**config.mk**
```make
export PLATFORM = sky130hd
export DESIGN_NAME = encoder_pid_position_control_flat
export DESIGN_NICKNAME = d
export VERILOG_FILES = /design/src/hw/rtl/epc_pkg.sv /design/src/hw/rtl/epc_if.sv /design/src/hw/rtl/epc_serial_unit.sv /design/src/hw/rtl/encoder_pid_position_control.sv /design/src/flat_wrapper.sv
export SDC_FILE = /design/constraint.sdc
export NUM_CORES = 2
export LEC_CHECK = 0
export ABC_CLOCK_PERIOD_IN_PS = 10400
export BUFFER_PORTS_ARGS = -buffer_cell sky130_fd_sc_hd__buf_2
export CAP_MARGIN = 0
export CORE_ASPECT_RATIO = 1.2
export CORE_MARGIN = 5
export CORE_UTILIZATION = 55
export DETAILED_ROUTE_END_ITERATION = 8
export PLACE_DENSITY = 0.73
export SLEW_MARGIN = 5
export SYNTH_ARGS = -nofsm -noshare
export SYNTH_HDL_FRONTEND = slang
export SYNTH_SLANG_ARGS = --single-unit
```
**constraint.sdc**
```tcl
create_clock -name clk_i -period 10.4 [get_ports clk_i]
set_input_delay 0.52 -clock clk_i [delete_from_list [all_inputs] [get_ports clk_i]]
set_output_delay 0.52 -clock clk_i [all_outputs]
set_load 0.005 [all_outputs]
```
**src/hw/rtl/epc_pkg.sv**
```systemverilog
// ----------------------------------------------------------------------------
// epc_pkg
// Types, constants and helper functions of the encoder PID position control.
// ----------------------------------------------------------------------------
package epc_pkg;

  localparam int GAIN_FRAC_BITS = 16;
  localparam logic [31:0] US_PER_SEC = 32'd1000000;
  localparam int CFG_IDX_W = 8;

  typedef enum logic [CFG_IDX_W-1:0] {
    REG_PROP_GAIN  = 8'd0,
    REG_DERIV_GAIN = 8'd1,
    REG_INTEG_GAIN = 8'd2,
    REG_MAX_DUTY   = 8'd3
  } cfg_reg_e;

  typedef enum logic {
    OP_MUL = 1'b0,
    OP_DIV = 1'b1
  } unit_op_e;

  typedef struct packed {
    logic        start;
    unit_op_e    op;
    logic        neg;
    logic [63:0] a;
    logic [31:0] b;
  } unit_req_t;

  typedef struct packed {
    logic        done;
    logic [63:0] prod;
    logic [63:0] quo;
    logic [31:0] rem;
  } unit_rsp_t;

  function automatic logic [63:0] abs64(input logic [63:0] v);
    return v[63] ? (~v + 64'd1) : v;
  endfunction

  function automatic logic [63:0] sat_add64(input logic [63:0] a, input logic [63:0] b);
    logic [63:0] s;
    s = a + b;
    if ((a[63] == b[63]) && (s[63] != a[63])) begin
      return a[63] ? {1'b1, 63'd0} : {1'b0, {63{1'b1}}};
    end
    return s;
  endfunction

endpackage

```
**src/hw/rtl/epc_if.sv**
```systemverilog
// ----------------------------------------------------------------------------
// epc channel interfaces
// Valid/ready channels for input items, results and register writes.
// ----------------------------------------------------------------------------
interface epc_in_if;
  logic               valid;
  logic               ready;
  logic               operation;
  logic               enc_b_level;
  logic signed [15:0] target_offset;
  logic [31:0]        timestamp_us;
  logic [8:0]         duty_scale;

  modport source(output valid, operation, enc_b_level, target_offset, timestamp_us,
                 duty_scale, input ready);
  modport sink(input valid, operation, enc_b_level, target_offset, timestamp_us,
               duty_scale, output ready);
endinterface

interface epc_out_if;
  logic       valid;
  logic       ready;
  logic [7:0] duty;
  logic       drive_a;
  logic       drive_b;

  modport source(output valid, duty, drive_a, drive_b, input ready);
  modport sink(input valid, duty, drive_a, drive_b, output ready);
endinterface

interface epc_cfg_if;
  logic                           valid;
  logic                           ready;
  logic [epc_pkg::CFG_IDX_W-1:0]  index;
  logic [31:0]                    data;

  modport source(output valid, index, data, input ready);
  modport sink(input valid, index, data, output ready);
endinterface

```
**src/hw/rtl/epc_serial_unit.sv**
```systemverilog
// ----------------------------------------------------------------------------
// epc_serial_unit
// Bit-serial multiplier (32 steps, saturating signed 64-bit result) and
// restoring divider (64 steps, 64-bit dividend, 32-bit divisor).
// ----------------------------------------------------------------------------
module epc_serial_unit (
  input  logic                clk_i,
  input  logic                rst_ni,
  input  epc_pkg::unit_req_t  req_i,
  output epc_pkg::unit_rsp_t  rsp_o
);

  logic               busy_q;
  logic               done_q;
  logic [6:0]         cnt_q;
  epc_pkg::unit_op_e  op_q;
  logic               neg_q;
  logic [63:0]        a_q;
  logic [31:0]        b_q;
  logic [63:0]        hi_q;
  logic [31:0]        lo_q;

  logic [64:0]        mul_sum;
  logic [32:0]        div_t;
  logic [32:0]        div_diff;
  logic               div_ge;
  logic [95:0]        prod_full;
  logic               big;

  assign mul_sum  = {1'b0, hi_q} + (lo_q[0] ? {1'b0, a_q} : 65'd0);
  assign div_t    = {lo_q, hi_q[63]};
  assign div_ge   = div_t >= {1'b0, b_q};
  assign div_diff = div_t - {1'b0, b_q};

  assign prod_full = {hi_q, lo_q};
  assign big       = |prod_full[95:64];

  always_comb begin
    rsp_o.done = done_q;
    rsp_o.quo  = hi_q;
    rsp_o.rem  = lo_q;
    if (neg_q) begin
      if (big || (prod_full[63] && (|prod_full[62:0]))) begin
        rsp_o.prod = {1'b1, 63'd0};
      end else begin
        rsp_o.prod = ~prod_full[63:0] + 64'd1;
      end
    end else begin
      if (big || prod_full[63]) begin
        rsp_o.prod = {1'b0, {63{1'b1}}};
      end else begin
        rsp_o.prod = prod_full[63:0];
      end
    end
  end

  always_ff @(posedge clk_i or negedge rst_ni) begin
    if (!rst_ni) begin
      busy_q <= 1'b0;
      done_q <= 1'b0;
      cnt_q  <= '0;
      op_q   <= epc_pkg::OP_MUL;
      neg_q  <= 1'b0;
    end else begin
      done_q <= 1'b0;
      if (req_i.start && !busy_q) begin
        busy_q <= 1'b1;
        op_q   <= req_i.op;
        neg_q  <= req_i.neg;
        cnt_q  <= (req_i.op == epc_pkg::OP_MUL) ? 7'd32 : 7'd64;
      end else if (busy_q) begin
        cnt_q <= cnt_q - 7'd1;
        if (cnt_q == 7'd1) begin
          busy_q <= 1'b0;
          done_q <= 1'b1;
        end
      end
    end
  end

  always_ff @(posedge clk_i) begin
    if (req_i.start && !busy_q) begin
      a_q <= req_i.a;
      b_q <= req_i.b;
      if (req_i.op == epc_pkg::OP_MUL) begin
        hi_q <= '0;
        lo_q <= req_i.b;
      end else begin
        hi_q <= req_i.a;
        lo_q <= '0;
      end
    end else if (busy_q) begin
      unique case (op_q)
        epc_pkg::OP_MUL: begin
          hi_q <= mul_sum[64:1];
          lo_q <= {mul_sum[0], lo_q[31:1]};
        end
        epc_pkg::OP_DIV: begin
          lo_q <= div_ge ? div_diff[31:0] : div_t[31:0];
          hi_q <= {hi_q[62:0], div_ge};
        end
        default: ;
      endcase
    end
  end

endmodule

```
**src/hw/rtl/encoder_pid_position_control.sv**
```systemverilog
// An encoder edge updates the position count and leaves the input ready; a
// control tick runs a sequence of six 32-step serial multiplies and three
// 64-step serial divides on one shared shift-add/restoring unit, and the
// input stays not-ready until its result is loaded into the output
// register. The output register holds one result, so a new item is taken
// while the previous result waits. Register writes are always accepted;
// indexes beyond the register list are ignored.
// ----------------------------------------------------------------------------
// encoder_pid_position_control
// Quadrature position count with a fixed-point PID position loop.
// ----------------------------------------------------------------------------
module encoder_pid_position_control (
  input  logic           clk_i,
  input  logic           rst_ni,
  epc_in_if.sink         in_i,
  epc_out_if.source      out_o,
  epc_cfg_if.sink        cfg_i
);

  typedef enum logic [3:0] {
    S_IDLE,
    S_M_DIFF,
    S_D_RATE,
    S_M_EDT,
    S_D_INT,
    S_M_KIR,
    S_D_KIR,
    S_M_KIQ,
    S_M_KP,
    S_M_KD,
    S_SUM,
    S_OUT
  } state_e;

  state_e              state_q;
  logic                pend_q;

  logic [31:0]         kp_q, kd_q, ki_q;
  logic [7:0]          max_duty_q;

  logic [31:0]         pos_q;
  logic [15:0]         prev_err_q;
  logic [63:0]         integ_q;
  logic [31:0]         prev_time_q;

  logic [15:0]         e_q;
  logic [31:0]         dt_q;
  logic [8:0]          scale_q;
  logic [16:0]         diff_q;
  logic [63:0]         num_q;
  logic [63:0]         rate_q;
  logic [63:0]         q_mag_q;
  logic [19:0]         r_mag_q;
  logic                qr_neg_q;
  logic [63:0]         bterm_q;
  logic [63:0]         iterm_q;
  logic [63:0]         acc_q;
  logic [63:0]         u_q;

  logic                out_valid_q;
  logic [7:0]          duty_q;
  logic                drive_a_q;

  epc_pkg::unit_req_t  req;
  epc_pkg::unit_rsp_t  rsp;

  logic                in_acc;
  logic [31:0]         dt_raw;
  logic [16:0]         diff_new;
  logic [63:0]         quo_signed;
  logic [63:0]         mu;
  logic [63:0]         mag;
  logic [7:0]          mag8;
  logic [16:0]         scaled;
  logic [8:0]          duty_wide;
  logic [7:0]          duty_new;

  epc_serial_unit u_unit (
    .clk_i  (clk_i),
    .rst_ni (rst_ni),
    .req_i  (req),
    .rsp_o  (rsp)
  );

  assign in_i.ready    = (state_q == S_IDLE);
  assign in_acc        = in_i.valid && in_i.ready;
  assign cfg_i.ready   = 1'b1;
  assign out_o.valid   = out_valid_q;
  assign out_o.duty    = duty_q;
  assign out_o.drive_a = drive_a_q;
  assign out_o.drive_b = ~drive_a_q;

  assign dt_raw   = in_i.timestamp_us - prev_time_q;
  assign diff_new = {in_i.target_offset[15], in_i.target_offset}
                  - {prev_err_q[15], prev_err_q};

  assign quo_signed = num_q[63] ? (~rsp.quo + 64'd1) : rsp.quo;

  assign mu        = epc_pkg::abs64(u_q);
  assign mag       = mu >> epc_pkg::GAIN_FRAC_BITS;
  assign mag8      = (mag > {56'd0, max_duty_q}) ? max_duty_q : mag[7:0];
  assign scaled    = {9'd0, mag8} * {8'd0, scale_q};
  assign duty_wide = scaled[16:8];
  assign duty_new  = duty_wide[8] ? 8'hFF : duty_wide[7:0];

  always_comb begin
    req.start = 1'b0;
    req.op    = epc_pkg::OP_MUL;
    req.neg   = 1'b0;
    req.a     = '0;
    req.b     = '0;
    unique case (state_q)
      S_M_DIFF: begin
        req.a   = {47'd0, (diff_q[16] ? (~diff_q + 17'd1) : diff_q)};
        req.b   = epc_pkg::US_PER_SEC;
        req.neg = diff_q[16];
      end
      S_D_RATE: begin
        req.op = epc_pkg::OP_DIV;
        req.a  = epc_pkg::abs64(num_q);
        req.b  = dt_q;
      end
      S_M_EDT: begin
        req.a   = {48'd0, (e_q[15] ? (~e_q + 16'd1) : e_q)};
        req.b   = dt_q;
        req.neg = e_q[15];
      end
      S_D_INT: begin
        req.op = epc_pkg::OP_DIV;
        req.a  = epc_pkg::abs64(integ_q);
        req.b  = epc_pkg::US_PER_SEC;
      end
      S_M_KIR: begin
        req.a   = {44'd0, r_mag_q};
        req.b   = ki_q[31] ? (~ki_q + 32'd1) : ki_q;
        req.neg = ki_q[31] ^ qr_neg_q;
      end
      S_D_KIR: begin
        req.op = epc_pkg::OP_DIV;
        req.a  = epc_pkg::abs64(num_q);
        req.b  = epc_pkg::US_PER_SEC;
      end
      S_M_KIQ: begin
        req.a   = q_mag_q;
        req.b   = ki_q[31] ? (~ki_q + 32'd1) : ki_q;
        req.neg = ki_q[31] ^ qr_neg_q;
      end
      S_M_KP: begin
        req.a   = {48'd0, (e_q[15] ? (~e_q + 16'd1) : e_q)};
        req.b   = kp_q[31] ? (~kp_q + 32'd1) : kp_q;
        req.neg = kp_q[31] ^ e_q[15];
      end
      S_M_KD: begin
        req.a   = epc_pkg::abs64(rate_q);
        req.b   = kd_q[31] ? (~kd_q + 32'd1) : kd_q;
        req.neg = kd_q[31] ^ rate_q[63];
      end
      default: ;
    endcase
    req.start = (state_q != S_IDLE) && (state_q != S_SUM) && (state_q != S_OUT) && !pend_q;
  end

  always_ff @(posedge clk_i or negedge rst_ni) begin
    if (!rst_ni) begin
      kp_q        <= '0;
      kd_q        <= '0;
      ki_q        <= '0;
      max_duty_q  <= 8'hFF;
    end else if (cfg_i.valid && cfg_i.ready) begin
      unique case (cfg_i.index)
        epc_pkg::REG_PROP_GAIN:  kp_q       <= cfg_i.data;
        epc_pkg::REG_DERIV_GAIN: kd_q       <= cfg_i.data;
        epc_pkg::REG_INTEG_GAIN: ki_q       <= cfg_i.data;
        epc_pkg::REG_MAX_DUTY:   max_duty_q <= cfg_i.data[7:0];
        default: ;
      endcase
    end
  end

  always_ff @(posedge clk_i or negedge rst_ni) begin
    if (!rst_ni) begin
      state_q     <= S_IDLE;
      pend_q      <= 1'b0;
      pos_q       <= '0;
      prev_err_q  <= '0;
      integ_q     <= '0;
      prev_time_q <= '0;
      out_valid_q <= 1'b0;
      duty_q      <= '0;
      drive_a_q   <= 1'b1;
    end else begin
      if (out_valid_q && out_o.ready && (state_q != S_OUT)) begin
        out_valid_q <= 1'b0;
      end
      if (req.start) begin
        pend_q <= 1'b1;
      end else if (rsp.done) begin
        pend_q <= 1'b0;
      end
      unique case (state_q)
        S_IDLE: begin
          if (in_acc) begin
            if (!in_i.operation) begin
              pos_q <= in_i.enc_b_level ? (pos_q + 32'd1) : (pos_q - 32'd1);
            end else begin
              e_q         <= in_i.target_offset;
              dt_q        <= (dt_raw == 32'd0) ? 32'd1 : dt_raw;
              scale_q     <= in_i.duty_scale;
              diff_q      <= diff_new;
              prev_err_q  <= in_i.target_offset;
              prev_time_q <= in_i.timestamp_us;
              state_q     <= S_M_DIFF;
            end
          end
        end
        S_M_DIFF: if (rsp.done) begin
          num_q   <= rsp.prod;
          state_q <= S_D_RATE;
        end
        S_D_RATE: if (rsp.done) begin
          rate_q  <= quo_signed;
          state_q <= S_M_EDT;
        end
        S_M_EDT: if (rsp.done) begin
          integ_q <= epc_pkg::sat_add64(integ_q, rsp.prod);
          state_q <= S_D_INT;
        end
        S_D_INT: if (rsp.done) begin
          q_mag_q  <= rsp.quo;
          r_mag_q  <= rsp.rem[19:0];
          qr_neg_q <= integ_q[63];
          state_q  <= S_M_KIR;
        end
        S_M_KIR: if (rsp.done) begin
          num_q   <= rsp.prod;
          state_q <= S_D_KIR;
        end
        S_D_KIR: if (rsp.done) begin
          bterm_q <= quo_signed;
          state_q <= S_M_KIQ;
        end
        S_M_KIQ: if (rsp.done) begin
          iterm_q <= epc_pkg::sat_add64(rsp.prod, bterm_q);
          state_q <= S_M_KP;
        end
        S_M_KP: if (rsp.done) begin
          acc_q   <= rsp.prod;
          state_q <= S_M_KD;
        end
        S_M_KD: if (rsp.done) begin
          acc_q   <= epc_pkg::sat_add64(acc_q, rsp.prod);
          state_q <= S_SUM;
        end
        S_SUM: begin
          u_q     <= epc_pkg::sat_add64(acc_q, iterm_q);
          state_q <= S_OUT;
        end
        S_OUT: begin
          if (!out_valid_q || out_o.ready) begin
            out_valid_q <= 1'b1;
            duty_q      <= duty_new;
            drive_a_q   <= ~u_q[63];
            state_q     <= S_IDLE;
          end
        end
        default: state_q <= S_IDLE;
      endcase
    end
  end

endmodule

```
**src/flat_wrapper.sv**
```systemverilog
// flat-port wrapper written by rule: the top's interface ports become plain ports
module encoder_pid_position_control_flat 
  (clk_i, rst_ni, in_i_valid, in_i_operation, in_i_enc_b_level, in_i_target_offset, in_i_timestamp_us, in_i_duty_scale, in_i_ready, out_o_valid, out_o_duty, out_o_drive_a, out_o_drive_b, out_o_ready, cfg_i_valid, cfg_i_index, cfg_i_data, cfg_i_ready);
  epc_in_if in_i_i ();
  epc_out_if out_o_i ();
  epc_cfg_if cfg_i_i ();
  input  logic clk_i;
  input  logic rst_ni;
  input wire logic [$bits(in_i_i.valid)-1:0] in_i_valid;
  input wire logic [$bits(in_i_i.operation)-1:0] in_i_operation;
  input wire logic [$bits(in_i_i.enc_b_level)-1:0] in_i_enc_b_level;
  input wire logic [$bits(in_i_i.target_offset)-1:0] in_i_target_offset;
  input wire logic [$bits(in_i_i.timestamp_us)-1:0] in_i_timestamp_us;
  input wire logic [$bits(in_i_i.duty_scale)-1:0] in_i_duty_scale;
  output wire logic [$bits(in_i_i.ready)-1:0] in_i_ready;
  output wire logic [$bits(out_o_i.valid)-1:0] out_o_valid;
  output wire logic [$bits(out_o_i.duty)-1:0] out_o_duty;
  output wire logic [$bits(out_o_i.drive_a)-1:0] out_o_drive_a;
  output wire logic [$bits(out_o_i.drive_b)-1:0] out_o_drive_b;
  input wire logic [$bits(out_o_i.ready)-1:0] out_o_ready;
  input wire logic [$bits(cfg_i_i.valid)-1:0] cfg_i_valid;
  input wire logic [$bits(cfg_i_i.index)-1:0] cfg_i_index;
  input wire logic [$bits(cfg_i_i.data)-1:0] cfg_i_data;
  output wire logic [$bits(cfg_i_i.ready)-1:0] cfg_i_ready;
  assign in_i_i.valid = in_i_valid;
  assign in_i_i.operation = in_i_operation;
  assign in_i_i.enc_b_level = in_i_enc_b_level;
  assign in_i_i.target_offset = in_i_target_offset;
  assign in_i_i.timestamp_us = in_i_timestamp_us;
  assign in_i_i.duty_scale = in_i_duty_scale;
  assign in_i_ready = in_i_i.ready;
  assign out_o_valid = out_o_i.valid;
  assign out_o_duty = out_o_i.duty;
  assign out_o_drive_a = out_o_i.drive_a;
  assign out_o_drive_b = out_o_i.drive_b;
  assign out_o_i.ready = out_o_ready;
  assign cfg_i_i.valid = cfg_i_valid;
  assign cfg_i_i.index = cfg_i_index;
  assign cfg_i_i.data = cfg_i_data;
  assign cfg_i_ready = cfg_i_i.ready;
  encoder_pid_position_control u_core (.clk_i(clk_i), .rst_ni(rst_ni), .in_i(in_i_i), .out_o(out_o_i), .cfg_i(cfg_i_i));
endmodule
```
==> impl_metrics.env <==
export IMPL_p_leak_nw=31.0
export IMPL_fp_coreArea_mm2=0.128
export IMPL_cts_tree="yes"
export IMPL_post_cts_repair_setup_buffers=0
export IMPL_syn2layout_area_growth_pct=10.1
export IMPL_hold_viol_final=0
export IMPL_cts_root_buf="clkbuf_16"
export IMPL_cts_resized=0
export IMPL_initial_core_util=0.554
export IMPL_grt_pass1_vias=59200
export IMPL_clock_latency_ns=0.74
export IMPL_top_usage_layer="met2"
export IMPL_arrival_ns=10.32
export IMPL_hp_class="in2reg"
export IMPL_tns_ns=0
export IMPL_row_count=144
export IMPL_crit_top_cell="fa_1"
export IMPL_critPathKind="reg2reg"
export IMPL_clock_skew_ns=0.0447
export IMPL_post_route_util=0.610
export IMPL_gr_total_overflow=0
export IMPL_layout_drive_gt1_share=0.0877
export IMPL_slowest_stage="or4b_2"
export IMPL_use_met1=0.396
export IMPL_rsz0062_at_grt="no"
export IMPL_period_needed_ns=9.75
export IMPL_cts_clk_slew_worst_paths_ns=0.07
export IMPL_drt_drc_violations_left=0
export IMPL_cp_max_fo=11
export IMPL_drt_first_pass_iters=9
export IMPL_synth_commonest_cells="edfxtp_1, o21ai_0, a21oi_1"
export IMPL_synth_top_cell_by_area="edfxtp_1"
export IMPL_wl_per_cell_um=23.6
export IMPL_grt_pass1_wl_mm=340
export IMPL_setup_viol=0
export IMPL_routed_wl_mm=223
export IMPL_yosysMostFrequentCell="edfxtp_1"
export IMPL_avgSynthCellArea_um2=9.43
export IMPL_die_w_um=338
export IMPL_p_per_area_mw_per_mm2=275
export IMPL_netlist_instances=7547
export IMPL_async_reset_ff_frac=0.248
export IMPL_vdd_drop_max_uv=242
export IMPL_max_stage_delay_ns=0.67
export IMPL_yosysSeqAreaShare=0.396
export IMPL_cts_hold_buf=54
export IMPL_worstPathRequired_ns=10.98
export IMPL_syn_area_mm2=0.0711
export IMPL_antenna_found_initial=7
export IMPL_io_pins=117
export IMPL_synth_enable_flop_cells=735
export IMPL_yosysWarnings=0
export IMPL_io_buffers=114
export IMPL_synth_top_area_frac=0.310
export IMPL_tightest_slew_ns=1.39
export IMPL_ys_flop_type="edfxtp_1"
export IMPL_drt_iter0_drc=5587
export IMPL_status="completed"
export IMPL_fp_dieH_um=404
export IMPL_ys_seq_elements=977
export IMPL_max_freq_mhz=103
export IMPL_cts_made_buffers=105
export IMPL_use_met3=0.0435
export IMPL_clock_sinks=977
export IMPL_ant_nets=0
export IMPL_vias=61000
export IMPL_die_area_mm2=0.137
export IMPL_use_met2=0.533
export IMPL_syn_nets=8149
export IMPL_fin_nets=8267
export IMPL_drv_cap=0
export IMPL_dp_hpwl_mm=169
export IMPL_ys_types=99
export IMPL_drv_slew=0
export IMPL_ctsHtreeMaxLevel=3
export IMPL_routabilityCongestion=0.977
export IMPL_grt_max_degree=85
export IMPL_avgViaCountPerCell=6.47
export IMPL_start_kind="flop"
export IMPL_cp_end_kind="flop"
export IMPL_maxSlewHeadroom=0.0731
export IMPL_grt_total_usage=0.315
export IMPL_clk_path_buf_depth=3
export IMPL_finalCritPeriodShare=0.937
export IMPL_synth_top_cells_by_area="edfxtp_1, dfrtp_1, ha_1"
==> flip-flops by register name, summed over array words and instances, names as in the netlist, 9 cells and up <==
name,cells
u_core.acc_q,64
u_core.bterm_q,64
u_core.integ_q,64
u_core.iterm_q,64
u_core.num_q,64
u_core.q_mag_q,64
u_core.rate_q,64
u_core.u_q,64
u_core.u_unit.a_q,64
u_core.u_unit.hi_q,64
u_core.dt_q,32
u_core.kd_q,32
u_core.ki_q,32
u_core.kp_q,32
u_core.prev_time_q,32
u_core.u_unit.b_q,32
u_core.u_unit.lo_q,32
u_core.r_mag_q,20
u_core.diff_q,17
u_core.e_q,16
u_core.prev_err_q,16
u_core.scale_q,9
==> where the power goes <==
part,internal [mW],leakage [nW],switching [mW],total (mW)
Combinational,4.36,19.4,6.79,11.1
Sequential,5.37,9.78,0.978,6.34
Clock,2.40,1.80,1.66,4.06
Total,12.1,31.0,9.44,21.6
==> cells by family (layout without fill, tap and decap cells) <==
kind of cell	after synthesis	in the layout	share of synthesized area
AND/OR/NAND/NOR	2195	2195	0.151
adder cells (fa/ha/maj)	499	499	0.0929
flip-flops	977	977	0.396
multiplexers	136	136	0.0211
AO/OA/AOI/OAI	2404	2404	0.218
buffers and inverters	622	831	0.0332
other	1	6	0.0000527
XOR/XNOR	713	713	0.0878
==> layout by cell type (no fill, tap or decap), types with 133 or more instances in the layout <==
| cell | count |
|---|---|
| edfxtp_1 | 735 |
| o21ai_0 | 636 |
| a21oi_1 | 605 |
| nor2_1 | 583 |
| nand2_1 | 572 |
| ha_1 | 449 |
| xor2_1 | 357 |
| xnor2_1 | 356 |
| inv_1 | 297 |
| a21o_1 | 255 |
| dfrtp_1 | 231 |
| buf_4 | 159 |
| nor3_1 | 133 |
==> stage by stage <==
| step | setup WS (ns) | area [um^2] | power [mW] | hold slack (ns) | std cells |
|---|---|---|---|---|---|
| 6_report | 0.654 | 78300 | 21.6 | 0.0411 | 9440 |
| 5_1_grt | 0.0325 | 78300 | 22.9 | 0.0358 | 9439 |
| 4_1_cts | 0.574 | 78300 | 21.3 | 0.00479 | 9435 |
| 3_5_place_dp | 0.603 | 74100 | 17.2 | 0.467 | 9183 |
| 3_3_place_gp | 0.659 | 74100 | 16.9 | 0.465 | 9183 |
| 2_1_floorplan | 1.90 | 71100 | 13.9 | 0.224 | 7547 |
==> critical path: cells and delay by family, from the launching register on <==
kind | cells | cell delay, ns
AND/OR/NAND/NOR | 11 | 2.82
adder cells (fa/ha/maj) | 6 | 2.64
AO/OA/AOI/OAI | 10 | 2.33
XOR/XNOR | 2 | 0.70
buffers and inverters | 3 | 0.46
flip-flops | 1 | 0.38
multiplexers | 1 | 0.23
==> final timing paths <==
| check | start | endpoint | slack, ns | depth (start not counted) |
|---|---|---|---|---|
| max in group asynchronous | rst_ni | u_core.integ_q[63]$_DFFE_PN0P_ | 8.12 | 4 |
| worst max register to register | u_core.u_q[1]$_DFFE_PP_ | u_core.out_o.duty[4]$_DFFE_PN0P_ | 0.65 | 33 |
| worst min register to register | u_core.out_o.duty[7]$_DFFE_PN0P_ | u_core.out_o.duty[7]$_DFFE_PN0P_ | 0.48 | 2 |
| worst max-delay path | u_core.u_q[1]$_DFFE_PP_ | u_core.out_o.duty[4]$_DFFE_PN0P_ | 0.65 | 33 |
| min in group asynchronous | rst_ni | u_core.prev_time_q[24]$_DFFE_PN0P_ | 0.29 | 2 |
| worst min-delay path | in_i_timestamp_us[1] | u_core.prev_time_q[1]$_DFFE_PN0P_ | 0.04 | 3 |
==> area by class of cell <==
| cell class | instances | area, um^2 |
|---|---|---|
| diodes | 5 | 12.5 |
| clock buffers | 141 | 2960 |
| clock inverters | 57 | 771 |
| fillers | 10700 | 50100 |
| inverters | 300 | 1130 |
| multi-input cells | 5948 | 40800 |
| flip-flops and latches | 977 | 28100 |
| well taps | 1679 | 2100 |
| repair buffers | 333 | 2430 |
==> per-layer routing <==
metal | part of all wire | vias to the layer above | wire length, um
li1 | - | 28400 | -
met1 | 0.39 | 29400 | 86400
met2 | 0.47 | 2691 | 105000
met3 | 0.082 | 552 | 18300
met4 | 0.058 | 4 | 13000
met5 | 0.00015 | - | 33
(Power assumes the default switching activity.)
